<file path="config.mk">
export PLATFORM = sky130hd
export DESIGN_NAME = pointer_position_tracker_core
export DESIGN_NICKNAME = d
export VERILOG_FILES = /design/src/hw/rtl/pptrk_pkg.sv /design/src/hw/rtl/pointer_position_tracker_core.sv
export SDC_FILE = /design/constraint.sdc
export NUM_CORES = 2
export LEC_CHECK = 0
export BUFFER_PORTS_ARGS = -buffer_cell sky130_fd_sc_hd__clkbuf_2
export CORE_MARGIN = 4
export CORE_UTILIZATION = 30
export CTS_CLUSTER_SIZE = 28
export DETAILED_ROUTE_END_ITERATION = 16
export GPL_TIMING_DRIVEN = 0
export SYNTH_ARGS = -nofsm -noshare
export SYNTH_HDL_FRONTEND = slang
export SYNTH_SLANG_ARGS = --single-unit
</file>
<file path="constraint.sdc">
create_clock -name clk -period 28.6 [get_ports clk]
set_input_delay 4.29 -clock clk [delete_from_list [all_inputs] [get_ports clk]]
set_output_delay 4.29 -clock clk [all_outputs]
set_load 0.01 [all_outputs]
</file>
<file path="src/hw/rtl/pptrk_pkg.sv">
// Shared types and constants for the pointer position tracker.
// Holds the input and result word layouts and the configuration register indexes.
// No dependencies.
`timescale 1ns / 1ps
`default_nettype none

package pptrk_pkg;

	localparam int PPT_REF_WIDTH  = 640;
	localparam int PPT_REF_HEIGHT = 480;

	localparam int CFG_IDX_W = 4;

	localparam logic [CFG_IDX_W-1:0] CFG_RELATIVE_MODE   = 4'd0;
	localparam logic [CFG_IDX_W-1:0] CFG_CANVAS_WIDTH    = 4'd1;
	localparam logic [CFG_IDX_W-1:0] CFG_CANVAS_HEIGHT   = 4'd2;
	localparam logic [CFG_IDX_W-1:0] CFG_X_LOGICAL_MIN   = 4'd3;
	localparam logic [CFG_IDX_W-1:0] CFG_X_LOGICAL_MAX   = 4'd4;
	localparam logic [CFG_IDX_W-1:0] CFG_Y_LOGICAL_MIN   = 4'd5;
	localparam logic [CFG_IDX_W-1:0] CFG_Y_LOGICAL_MAX   = 4'd6;
	localparam logic [CFG_IDX_W-1:0] CFG_INRANGE_PRESENT = 4'd7;

	typedef struct packed {
		logic               cmd;
		logic signed [31:0] x_value;
		logic signed [31:0] y_value;
		logic [4:0]         button_bits;
		logic               tip_switch;
		logic               in_range;
		logic signed [7:0]  wheel_delta;
		logic signed [7:0]  pan_delta;
	} item_t;

	typedef struct packed {
		logic [7:0] contact_flags;
		logic [7:0] x_window_low;
		logic [7:0] x_window_mid;
		logic [7:0] x_window_high;
		logic [7:0] y_window_low;
		logic [7:0] y_window_high;
		logic [7:0] wheel_total;
		logic [7:0] pan_total;
	} result_t;

endpackage

`default_nettype wire

</file>
<file path="src/hw/rtl/pointer_position_tracker_core.sv">
// Top level of the pointer position tracker: sequencer, shared serial divider and state.
// Depends on pptrk_pkg for the word types and register indexes.
`timescale 1ns / 1ps
`default_nettype none

// Each accepted word yields one contact record. Every scaling runs through one shared restoring
// divider that produces one quotient bit per cycle: 42 steps for a logical-range scaling, 20 steps
// for the others, after a prepare and a load state per division. A logical-range scaling with an
// empty or reversed range or a value below the minimum skips the divider. A new word is taken
// while the previous record still waits in the output register.
module pointer_position_tracker_core
	import pptrk_pkg::*;
#(
	parameter int REF_WIDTH  = PPT_REF_WIDTH,
	parameter int REF_HEIGHT = PPT_REF_HEIGHT
) (
	input  wire logic                 clk,
	input  wire logic                 arst_n,
	input  wire logic                 item_valid,
	output logic                      item_stall,
	input  wire item_t                item,
	output logic                      result_valid,
	input  wire logic                 result_stall,
	output result_t                   result,
	input  wire logic                 cfg_valid,
	output logic                      cfg_ready,
	input  wire logic [CFG_IDX_W-1:0] cfg_index,
	input  wire logic [31:0]          cfg_data
);

	localparam int RX_W    = $clog2(REF_WIDTH);
	localparam int RY_W    = $clog2(REF_HEIGHT);
	localparam int NUM_W   = 42;
	localparam int SHORT_W = 20;
	localparam int DEN_W   = 32;
	localparam int CNT_W   = 6;

	typedef enum logic [2:0] {S_IDLE, S_PREP, S_LOAD, S_DIV, S_POST, S_OUT} state_t;

	state_t state_q;
	item_t it_q;
	logic [1:0] job_q;

	logic relative_q, inrange_q;
	logic [9:0] cw_reg_q, ch_reg_q;
	logic signed [31:0] xmin_q, xmax_q, ymin_q, ymax_q;

	logic [RX_W-1:0] ref_x_q;
	logic [RY_W-1:0] ref_y_q;
	logic signed [1:0] rem_x_q, rem_y_q;
	logic [9:0] cpx_q, cpy_q;
	logic [7:0] wheel_q, pan_q;

	logic [31:0] diff_q, span_q;
	logic bad_span_q, neg_q;

	logic [NUM_W-1:0] num_q;
	logic [DEN_W-1:0] den_q, rem_q;
	logic [9:0] quo_q;
	logic ovf_q;
	logic [CNT_W-1:0] cnt_q;

	logic [9:0] cw, ch, cw_m1, ch_m1;
	logic signed [32:0] span_c, diff_c;
	logic [31:0] mul_a;
	logic [9:0] mul_b;
	logic [NUM_W-1:0] prod;
	logic short_job, skip_div;
	logic [DEN_W:0] shifted;
	logic [DEN_W+1:0] trial;
	logic qbit;
	logic [9:0] qres;
	logic signed [16:0] step_x, step_y;
	logic signed [1:0] nrem_x, nrem_y;
	logic signed [17:0] sum_rx, sum_ry;
	logic [9:0] cx, cy;
	result_t res_c;

	function automatic logic signed [16:0] half_step(input logic signed [1:0] r,
			input logic [15:0] d);
		logic signed [16:0] s;
		s = 17'(r) + 17'($signed(d));
		return (s + $signed({16'd0, s[16]})) >>> 1;
	endfunction

	function automatic logic signed [1:0] half_rem(input logic signed [1:0] r,
			input logic [15:0] d);
		logic signed [16:0] s;
		s = 17'(r) + 17'($signed(d));
		return s[0] ? (s[16] ? -2'sd1 : 2'sd1) : 2'sd0;
	endfunction

	function automatic logic [9:0] min10(input logic [9:0] a, input logic [9:0] b);
		return (a < b) ? a : b;
	endfunction

	assign cw    = (cw_reg_q == 10'd0) ? 10'd1 : cw_reg_q;
	assign ch    = (ch_reg_q == 10'd0) ? 10'd1 : ch_reg_q;
	assign cw_m1 = cw - 10'd1;
	assign ch_m1 = ch - 10'd1;

	assign cfg_ready  = 1'b1;
	assign item_stall = (state_q != S_IDLE);

	always_comb begin
		if (job_q[0]) begin
			span_c = 33'(ymax_q) - 33'(ymin_q);
			diff_c = 33'(it_q.y_value) - 33'(ymin_q);
		end else begin
			span_c = 33'(xmax_q) - 33'(xmin_q);
			diff_c = 33'(it_q.x_value) - 33'(xmin_q);
		end
	end

	assign step_x = half_step(rem_x_q, it_q.x_value[15:0]);
	assign step_y = half_step(rem_y_q, it_q.y_value[15:0]);
	assign nrem_x = half_rem(rem_x_q, it_q.x_value[15:0]);
	assign nrem_y = half_rem(rem_y_q, it_q.y_value[15:0]);
	assign sum_rx = 18'($signed({1'b0, ref_x_q})) + 18'(step_x);
	assign sum_ry = 18'($signed({1'b0, ref_y_q})) + 18'(step_y);

	always_comb begin
		short_job = 1'b1;
		skip_div  = 1'b0;
		mul_a     = '0;
		mul_b     = '0;
		if (relative_q) begin
			mul_a = job_q[0] ? 32'(ref_y_q) : 32'(ref_x_q);
			mul_b = cw;
		end else if (!job_q[1]) begin
			short_job = 1'b0;
			skip_div  = bad_span_q || neg_q;
			mul_a     = diff_q;
			mul_b     = job_q[0] ? ch_m1 : cw_m1;
		end else begin
			mul_a = job_q[0] ? 32'(cpy_q) : 32'(cpx_q);
			mul_b = 10'(REF_WIDTH);
		end
	end

	assign prod = NUM_W'(mul_a) * NUM_W'(mul_b);

	assign shifted = {rem_q, num_q[NUM_W-1]};
	assign trial   = {1'b0, shifted} - {2'b00, den_q};
	assign qbit    = !trial[DEN_W+1];
	assign qres    = ovf_q ? 10'h3FF : quo_q;

	assign cx = min10(cpx_q, 10'd764);
	assign cy = min10(cpy_q, 10'd509);

	always_comb begin
		res_c.contact_flags = {it_q.in_range, 2'b00, it_q.button_bits};
		if (relative_q || inrange_q) begin
			res_c.contact_flags[7] = relative_q ? 1'b1 : it_q.in_range;
		end else begin
			res_c.contact_flags[7] = 1'b0;
		end
		res_c.contact_flags[0] = it_q.button_bits[0] | it_q.tip_switch;
		res_c.x_window_low  = (cx <= 10'd254) ? 8'(cx + 10'd1) : 8'd0;
		res_c.x_window_mid  = (cx > 10'd254 && cx <= 10'd509) ? 8'(cx - 10'd254) : 8'd0;
		res_c.x_window_high = (cx > 10'd509) ? 8'(cx - 10'd509) : 8'd0;
		res_c.y_window_low  = (cy <= 10'd254) ? 8'(cy + 10'd1) : 8'd0;
		res_c.y_window_high = (cy > 10'd254) ? 8'(cy - 10'd254) : 8'd0;
		res_c.wheel_total   = wheel_q;
		res_c.pan_total     = pan_q;
		if (it_q.cmd) begin
			res_c.contact_flags = 8'd0;
			res_c.x_window_low  = 8'd1;
			res_c.x_window_mid  = 8'd0;
			res_c.x_window_high = 8'd0;
			res_c.y_window_low  = 8'd1;
			res_c.y_window_high = 8'd0;
		end
	end

	always_ff @(posedge clk or negedge arst_n) begin
		if (!arst_n) begin
			relative_q <= 1'b0;
			inrange_q  <= 1'b0;
			cw_reg_q   <= 10'd320;
			ch_reg_q   <= 10'd240;
			xmin_q     <= '0;
			xmax_q     <= '0;
			ymin_q     <= '0;
			ymax_q     <= '0;
		end else if (cfg_valid && cfg_ready) begin
			case (cfg_index)
				CFG_RELATIVE_MODE:   relative_q <= cfg_data[0];
				CFG_CANVAS_WIDTH:    cw_reg_q   <= cfg_data[9:0];
				CFG_CANVAS_HEIGHT:   ch_reg_q   <= cfg_data[9:0];
				CFG_X_LOGICAL_MIN:   xmin_q     <= $signed(cfg_data);
				CFG_X_LOGICAL_MAX:   xmax_q     <= $signed(cfg_data);
				CFG_Y_LOGICAL_MIN:   ymin_q     <= $signed(cfg_data);
				CFG_Y_LOGICAL_MAX:   ymax_q     <= $signed(cfg_data);
				CFG_INRANGE_PRESENT: inrange_q  <= cfg_data[0];
				default: begin
				end
			endcase
		end
	end

	always_ff @(posedge clk or negedge arst_n) begin
		if (!arst_n) begin
			state_q      <= S_IDLE;
			job_q        <= '0;
			ref_x_q      <= '0;
			ref_y_q      <= '0;
			rem_x_q      <= '0;
			rem_y_q      <= '0;
			cpx_q        <= '0;
			cpy_q        <= '0;
			wheel_q      <= '0;
			pan_q        <= '0;
			result_valid <= 1'b0;
			cnt_q        <= '0;
		end else begin
			if (result_valid && !result_stall && state_q != S_OUT) begin
				result_valid <= 1'b0;
			end
			case (state_q)
				S_IDLE: begin
					if (item_valid) begin
						it_q  <= item;
						job_q <= '0;
						if (item.cmd) begin
							state_q <= S_OUT;
						end else begin
							wheel_q <= wheel_q + item.wheel_delta;
							pan_q   <= pan_q + item.pan_delta;
							state_q <= S_PREP;
						end
					end
				end
				S_PREP: begin
					diff_q     <= diff_c[31:0];
					neg_q      <= diff_c[32];
					span_q     <= span_c[31:0];
					bad_span_q <= span_c[32] || (span_c == '0);
					if (relative_q && job_q == 2'd0) begin
						rem_x_q <= nrem_x;
						rem_y_q <= nrem_y;
						if (sum_rx[17]) begin
							ref_x_q <= '0;
						end else if (sum_rx > 18'(REF_WIDTH - 1)) begin
							ref_x_q <= RX_W'(REF_WIDTH - 1);
						end else begin
							ref_x_q <= sum_rx[RX_W-1:0];
						end
						if (sum_ry[17]) begin
							ref_y_q <= '0;
						end else if (sum_ry > 18'(REF_HEIGHT - 1)) begin
							ref_y_q <= RY_W'(REF_HEIGHT - 1);
						end else begin
							ref_y_q <= sum_ry[RY_W-1:0];
						end
					end
					state_q <= S_LOAD;
				end
				S_LOAD: begin
					rem_q <= '0;
					quo_q <= '0;
					ovf_q <= 1'b0;
					if (short_job) begin
						num_q <= prod << (NUM_W - SHORT_W);
						cnt_q <= CNT_W'(SHORT_W);
					end else begin
						num_q <= prod;
						cnt_q <= CNT_W'(NUM_W);
					end
					if (relative_q) begin
						den_q <= DEN_W'(REF_WIDTH);
					end else if (!job_q[1]) begin
						den_q <= span_q;
					end else begin
						den_q <= DEN_W'(cw);
					end
					state_q <= skip_div ? S_POST : S_DIV;
				end
				S_DIV: begin
					num_q <= num_q << 1;
					rem_q <= qbit ? trial[DEN_W-1:0] : shifted[DEN_W-1:0];
					quo_q <= {quo_q[8:0], qbit};
					ovf_q <= ovf_q | quo_q[9];
					cnt_q <= cnt_q - CNT_W'(1);
					if (cnt_q == CNT_W'(1)) begin
						state_q <= S_POST;
					end
				end
				S_POST: begin
					state_q <= S_PREP;
					job_q   <= job_q + 2'd1;
					if (relative_q) begin
						if (job_q[0]) begin
							cpy_q   <= min10(qres, ch_m1);
							state_q <= S_OUT;
						end else begin
							cpx_q <= min10(qres, cw_m1);
						end
					end else begin
						case (job_q)
							2'd0: cpx_q <= bad_span_q ? min10(cpx_q, cw_m1) :
								(neg_q ? 10'd0 : min10(qres, cw_m1));
							2'd1: cpy_q <= bad_span_q ? min10(cpy_q, ch_m1) :
								(neg_q ? 10'd0 : min10(qres, ch_m1));
							2'd2: begin
								ref_x_q <= RX_W'(min10(qres, 10'(REF_WIDTH - 1)));
								rem_x_q <= '0;
							end
							default: begin
								ref_y_q <= RY_W'(min10(qres, 10'(REF_HEIGHT - 1)));
								rem_y_q <= '0;
								state_q <= S_OUT;
							end
						endcase
					end
				end
				S_OUT: begin
					if (!result_valid || !result_stall) begin
						result       <= res_c;
						result_valid <= 1'b1;
						state_q      <= S_IDLE;
					end
				end
				default: state_q <= S_IDLE;
			endcase
		end
	end

endmodule

`default_nettype wire

</file>
[Word-level counts from Yosys, hierarchy flattened]
Cells that the tools add are included.
Storage, ports and cells
  input bits: 129
  register bits after elaboration: 540
Cells by class
  equal/unequal tests: 27
  bitwise operators: 9
  multiplexer cells: 84
  magnitude comparators: 16
  add/subtract/negate cells: 22
  reductions and logical operators: 51
  $mul: 1
Operators with widths (number)
  $mux 10: 31
  $sub 32x32->33: 4
  $mux 32: 3
  $pmux 42 s2: 1
  $mux 33: 2
  $pmux 32 s2: 1
  $mux 9: 6
  $mul 32x10->42: 1
  $mux 42: 1
  $lt 10x10->1: 4
  $pmux 10 s2: 2
  $add 17x2->17: 2
  $add 2x16->17: 2
  $sub 33x32->34: 1
  $logic_not 33->1: 1
  $mux 3: 8
  $reduce_and 2->1: 12
  $sub 8x8->8 const B: 3
  $mux 2: 11
  $gt 10x8->1 const B: 2
  $le 10x8->1 const B: 2
  $logic_not 10->1: 2
  $lt 10x10->1 const B: 2
  $lt 10x9->1 const B: 2
  other kinds (45): 104

[Longest topological paths before layout]
  depth after elaboration: 9
  gate-level depth with buffers: 35
  gate-level depth less buffers: 34

[Worst setup path after synthesis]
Ideal clock, no wire load.
  kind: reg2reg
  start point: reg ch_reg_q[2]
  end point: reg num_q[39] (data pin)
  period minus slack after synthesis: 9.019 ns
  stages on the path, launching flop included: 32
  setup time: 0.256 ns
  slack: 19.581 ns
  arrival: 8.763 ns
  required time: 28.344 ns
  cells stage by stage: dfrtp_1 > or4_1 > o41ai_1 > inv_1 > ha_1 > nor3b_1 > nor3b_1 > xnor2_1 > nand2_1 > a32oi_1 > clkbuf_1 > nor2_1 > fa_1 > fa_1 > fa_1 > fa_1 > inv_1 > fa_1 > inv_1 > ha_1 > a21o_1 > a21o_1 > a21oi_1 > o21ai_0 > a41o_1 > a2111oi_0 > nor2_1 > a21oi_1 > o31ai_1 > o41ai_1 > mux2i_1 > nor2_1
Between the ends
  longest elaborated chain between the ends: 9
RTL lines
  start: declaration: line pointer_position_tracker_core.sv:45  | logic [9:0] cw_reg_q, ch_reg_q;
  start signal: assignment: line pointer_position_tracker_core.sv:190  | CFG_CANVAS_HEIGHT: ch_reg_q <= cfg_data[9:0];
  $logic_not 10->1: line pointer_position_tracker_core.sv:98  | assign ch = (ch_reg_q == 10'd0) ? 10'd1 : ch_reg_q;
  $mux 10 *: line pointer_position_tracker_core.sv:98
  $sub 10x1->10 *: line pointer_position_tracker_core.sv:100  | assign ch_m1 = ch - 10'd1;
  $mux 10 *: line pointer_position_tracker_core.sv:134  | mul_b = job_q[0] ? ch_m1 : cw_m1;
  $mux 10 *: line pointer_position_tracker_core.sv:130  | end else if (!job_q[1]) begin
  $mux 10 *: line pointer_position_tracker_core.sv:127  | if (relative_q) begin
  $mul 32x10->42 *: line pointer_position_tracker_core.sv:141  | assign prod = NUM_W'(mul_a) * NUM_W'(mul_b);
  $mux 42 *: line pointer_position_tracker_core.sv:263  | if (short_job) begin
  $pmux 42 s2 *: line pointer_position_tracker_core.sv:220  | case (state_q)
  end signal: assignment: line pointer_position_tracker_core.sv:264  | num_q <= prod << (NUM_W - SHORT_W);
  end signal: assignment: line pointer_position_tracker_core.sv:267  | num_q <= prod;
  end signal: assignment: line pointer_position_tracker_core.sv:280  | num_q <= num_q << 1;
  end: declaration: line pointer_position_tracker_core.sv:57  | logic [NUM_W-1:0] num_q;
Mark *: on every way between the ends. The rest lies on a longest branch, timed or not.
A chain may end at the register's enable or synchronous reset.

[Worst setup path in the final report]
  start point: reg job_q[0]
  end point: reg num_q[39] (data pin)
Between the ends
  longest elaborated chain between the ends: 6
  elaborated cells between the ends (all ways): 10
  those cells by class: mul (1); mux (9)
RTL lines
  start: declaration: line pointer_position_tracker_core.sv:42  | logic [1:0] job_q;
  start signal: assignment: line pointer_position_tracker_core.sv:291  | job_q <= job_q + 2'd1;
  $mux 10 (on tied branches): line pointer_position_tracker_core.sv:136, pointer_position_tracker_core.sv:134
  $mux 32 or $mux 10 (tied branches): line pointer_position_tracker_core.sv:130
  $mux 32 or $mux 10 (tied branches): line pointer_position_tracker_core.sv:127
  $mul 32x10->42 *: line pointer_position_tracker_core.sv:141
  $mux 42 *: line pointer_position_tracker_core.sv:263
  $pmux 42 s2 *: line pointer_position_tracker_core.sv:220
Marks and branches as above.

==> results by group <==
Logic synthesis
  • Count leader, synth: nor2_1
  • Gate Count Post-Synth: 4839
  • Synth area leaders: edfxtp_1 (21%), dfrtp_1 (12%), fa_1 (11%), ha_1 (9.9%), nor2_1 (4.1%)
  • Syn_area_per_cell: 9.37 µm²
  • Yosys Warn Count: 0
  • Synth area leader: edfxtp_1
  • Sequential area share after synthesis: 0.332
  • Synthesized area: 45300 µm²
  • Async SR Flop Fraction: 0.411
  • EDFF count, synth: 317
  • Synth top area share: 0.210
  • Synth unique cells: 93
  • Synthesis-stage register bit count: ~540
  • Synth top cells by count: nor2_1 (497), inv_1 (469), nand2_1 (414)
  • Most frequently used flop master after synthesis: edfxtp_1

Global route
  • Largest net degree at the start of global routing: 94
  • Total grt overflow: 0
  • Antenna violations before repair: 8
  • Vias in the first global route: about 37k
  • First-pass GRT wire length: 227 mm
  • Total track usage: 0.188

Critical path
  • WP buf/inv: 10
  • Worst R2R Setup Slack: approximately 15000 ps
  • Worst setup startpoint: job_q[0]
  • Delay-heaviest family, CP: buffers and inverters
  • CP required: 29020 ps
  • Worst EP arrival: 13520 ps
  • Worst Path Class, Setup: reg2reg
  • CP max FO: 11
  • R2R cell count: 32
  • R2r endpoint: num_q[39]
  • Crit start category: flip-flop
  • Reg-to-reg startpoint: job_q[0]
  • Slowest CP cell: a2111oi_0
  • Critical path depth: 32
  • Critical Path Sink Type: flip-flop
  • CP endpoint: num_q[39]
  • Largest stage delay, worst path: about 910 ps

Floorplanning
  • Chip Height: 397 µm
  • Num ports: 196
  • Site Rows: between 100 and 150
  • Die area: 157000 µm²
  • Core area: approximately 150000 µm²
  • Die Span X: between 300 and 400 µm
  • Initial Util: 0.302

CTS
  • Post-CTS Setup Inserts: 0
  • Sink Count: 538
  • Clock buffer count from CTS: 66
  • Root buf cell: clkbuf_16
  • Clock Latency Late Sink: between 600 and 700 ps
  • Clock Pin Slew Worst Setup and Hold Paths: about 60 ps
  • H-tree levels: 3
  • Clock buffer depth: 3
  • CTS tree: yes
  • CTS Hold Bufs: 0
  • Post-cts resize count: 0

Routing
  • Vias/cell: 5.25
  • Routed WL per cell: 21.1 µm
  • Vias: 37.7k
  • WL final: approximately 150 mm
  • Final ANT Viol Nets: 0
  • Router iterations before antenna repair: 5
  • Iter 0 DRT Violations: 3229
  • Remaining DRCs: 0

STA
  • Slew @ Worst Pin: 1380 ps
  • Unrepaired setup endpoints after global routing: false
  • Tmin final: approximately 13000 ps
  • Setup TNS: 0 ps
  • Clock skew: 60.5 ps
  • Final setup vio count: 0
  • Final Cycle Share: 0.458
  • Max Slew Vio Count: 0
  • Count of final hold-check violations: 0
  • Headroom to the max-slew limit: 0.0805
  • Max frequency: 0.0763 GHz

Place
  • IO Port Bufs: 192
  • Placer Congestion: roughly 0.95
  • DP Wirelength: around 120 mm

Final layout
  • Area delta synth->final: 13.3%
  • Final #Nets: 5844
  • # fillers: 15.4k
  • Final core utilization: 0.343
  • Share of layout cells above drive strength 1: 0.0939

Job
  • Max_cap viols: 0

Status
  • Status: finished clean

Worst hold path
  • Worst hold path class: reg2reg
==> flip-flops by register name, summed over array words and instances (netlist names), 3 cells and up <==
name	count
ch_reg_q	10
cnt_q	6
cpx_q	10
cpy_q	10
cw_reg_q	10
den_q	32
diff_q	32
it_q	72
num_q	42
pan_q	8
quo_q	10
ref_x_q	10
ref_y_q	9
rem_q	32
result	62
span_q	32
state_q	3
wheel_q	8
xmax_q	32
xmin_q	32
ymax_q	32
ymin_q	32
==> cell families after synthesis <==
family / synth area share
multiplexers: 0.0438
other: 0.000166
flip-flops: 0.332
adder cells (fa/ha/maj): 0.208
AND/OR/NAND/NOR: 0.155
buffers and inverters: 0.0538
AO/OA/AOI/OAI: 0.163
XOR/XNOR: 0.0440
==> layout by cell type, fill, tap and decap left out, drive strengths merged, types with 23 or more instances in the layout <==
master,instances
nor2,497
o21bai,33
o211ai,30
or3,44
nor3,88
and2,59
ha,357
o21ai,285
o21a,59
fa,249
dfrtp,215
inv,476
xnor2,140
and3,33
o31ai,26
a21oi,264
buf,38
a31oi,40
clkbuf,430
edfxtp,317
mux2i,70
nand3,114
a211o,23
nor2b,56
a21o,107
a211oi,44
nand2,416
o22ai,41
nand2b,54
mux2,114
xor2,88
nand4,29
==> worst min path at each step <==
stage | cells after the start | endpoint | from | slack (ps)
floorplan | 1 | pan_q[7] | pan_q[7] | 440
global placement | 0 | result[7] | pan_q[7] | 450
detailed placement | 1 | wheel_q[7] | wheel_q[7] | 460
CTS | 1 | wheel_q[7] | wheel_q[7] | 470
global route | 0 | result[7] | pan_q[7] | 490
finish | 0 | result[7] | pan_q[7] | 470
==> layout make-up <==
type	count	area, µm²	area share
buffer	174	673	0.0131
clock buffer	93	1900	0.0369
antenna	5	12.5	0.000244
clock inverter	29	389	0.00757
tap	2016	2520	0.0491
inverter	470	1760	0.0343
timing repair buffer	201	1180	0.0231
multi-input combinational	3658	27900	0.543
sequential	538	15100	0.293
==> stage by stage <==
step	setup slack, ps	cells	cell area [µm²]	hold WS [ps]
detailed placement	15630	7057	49100	457
global placement	14570	7048	48800	448
global route	14980	7179	51400	491
CTS	15620	7179	51400	469
finish	15490	7184	51400	472
floorplan	19580	4840	45300	437
==> metal layers <==
metal  GRT usage  vias to the layer above  wire [µm]
met5           0                        -         27
met4      0.0726                        4       6160
met3      0.0297                      268      10600
met2       0.305                     1296      69200
met1       0.252                    18500      65800
li1            -                    17600          -
Power is not shown: default switching activity piles up to over one toggle a cycle in this logic, so the estimate is an artifact.
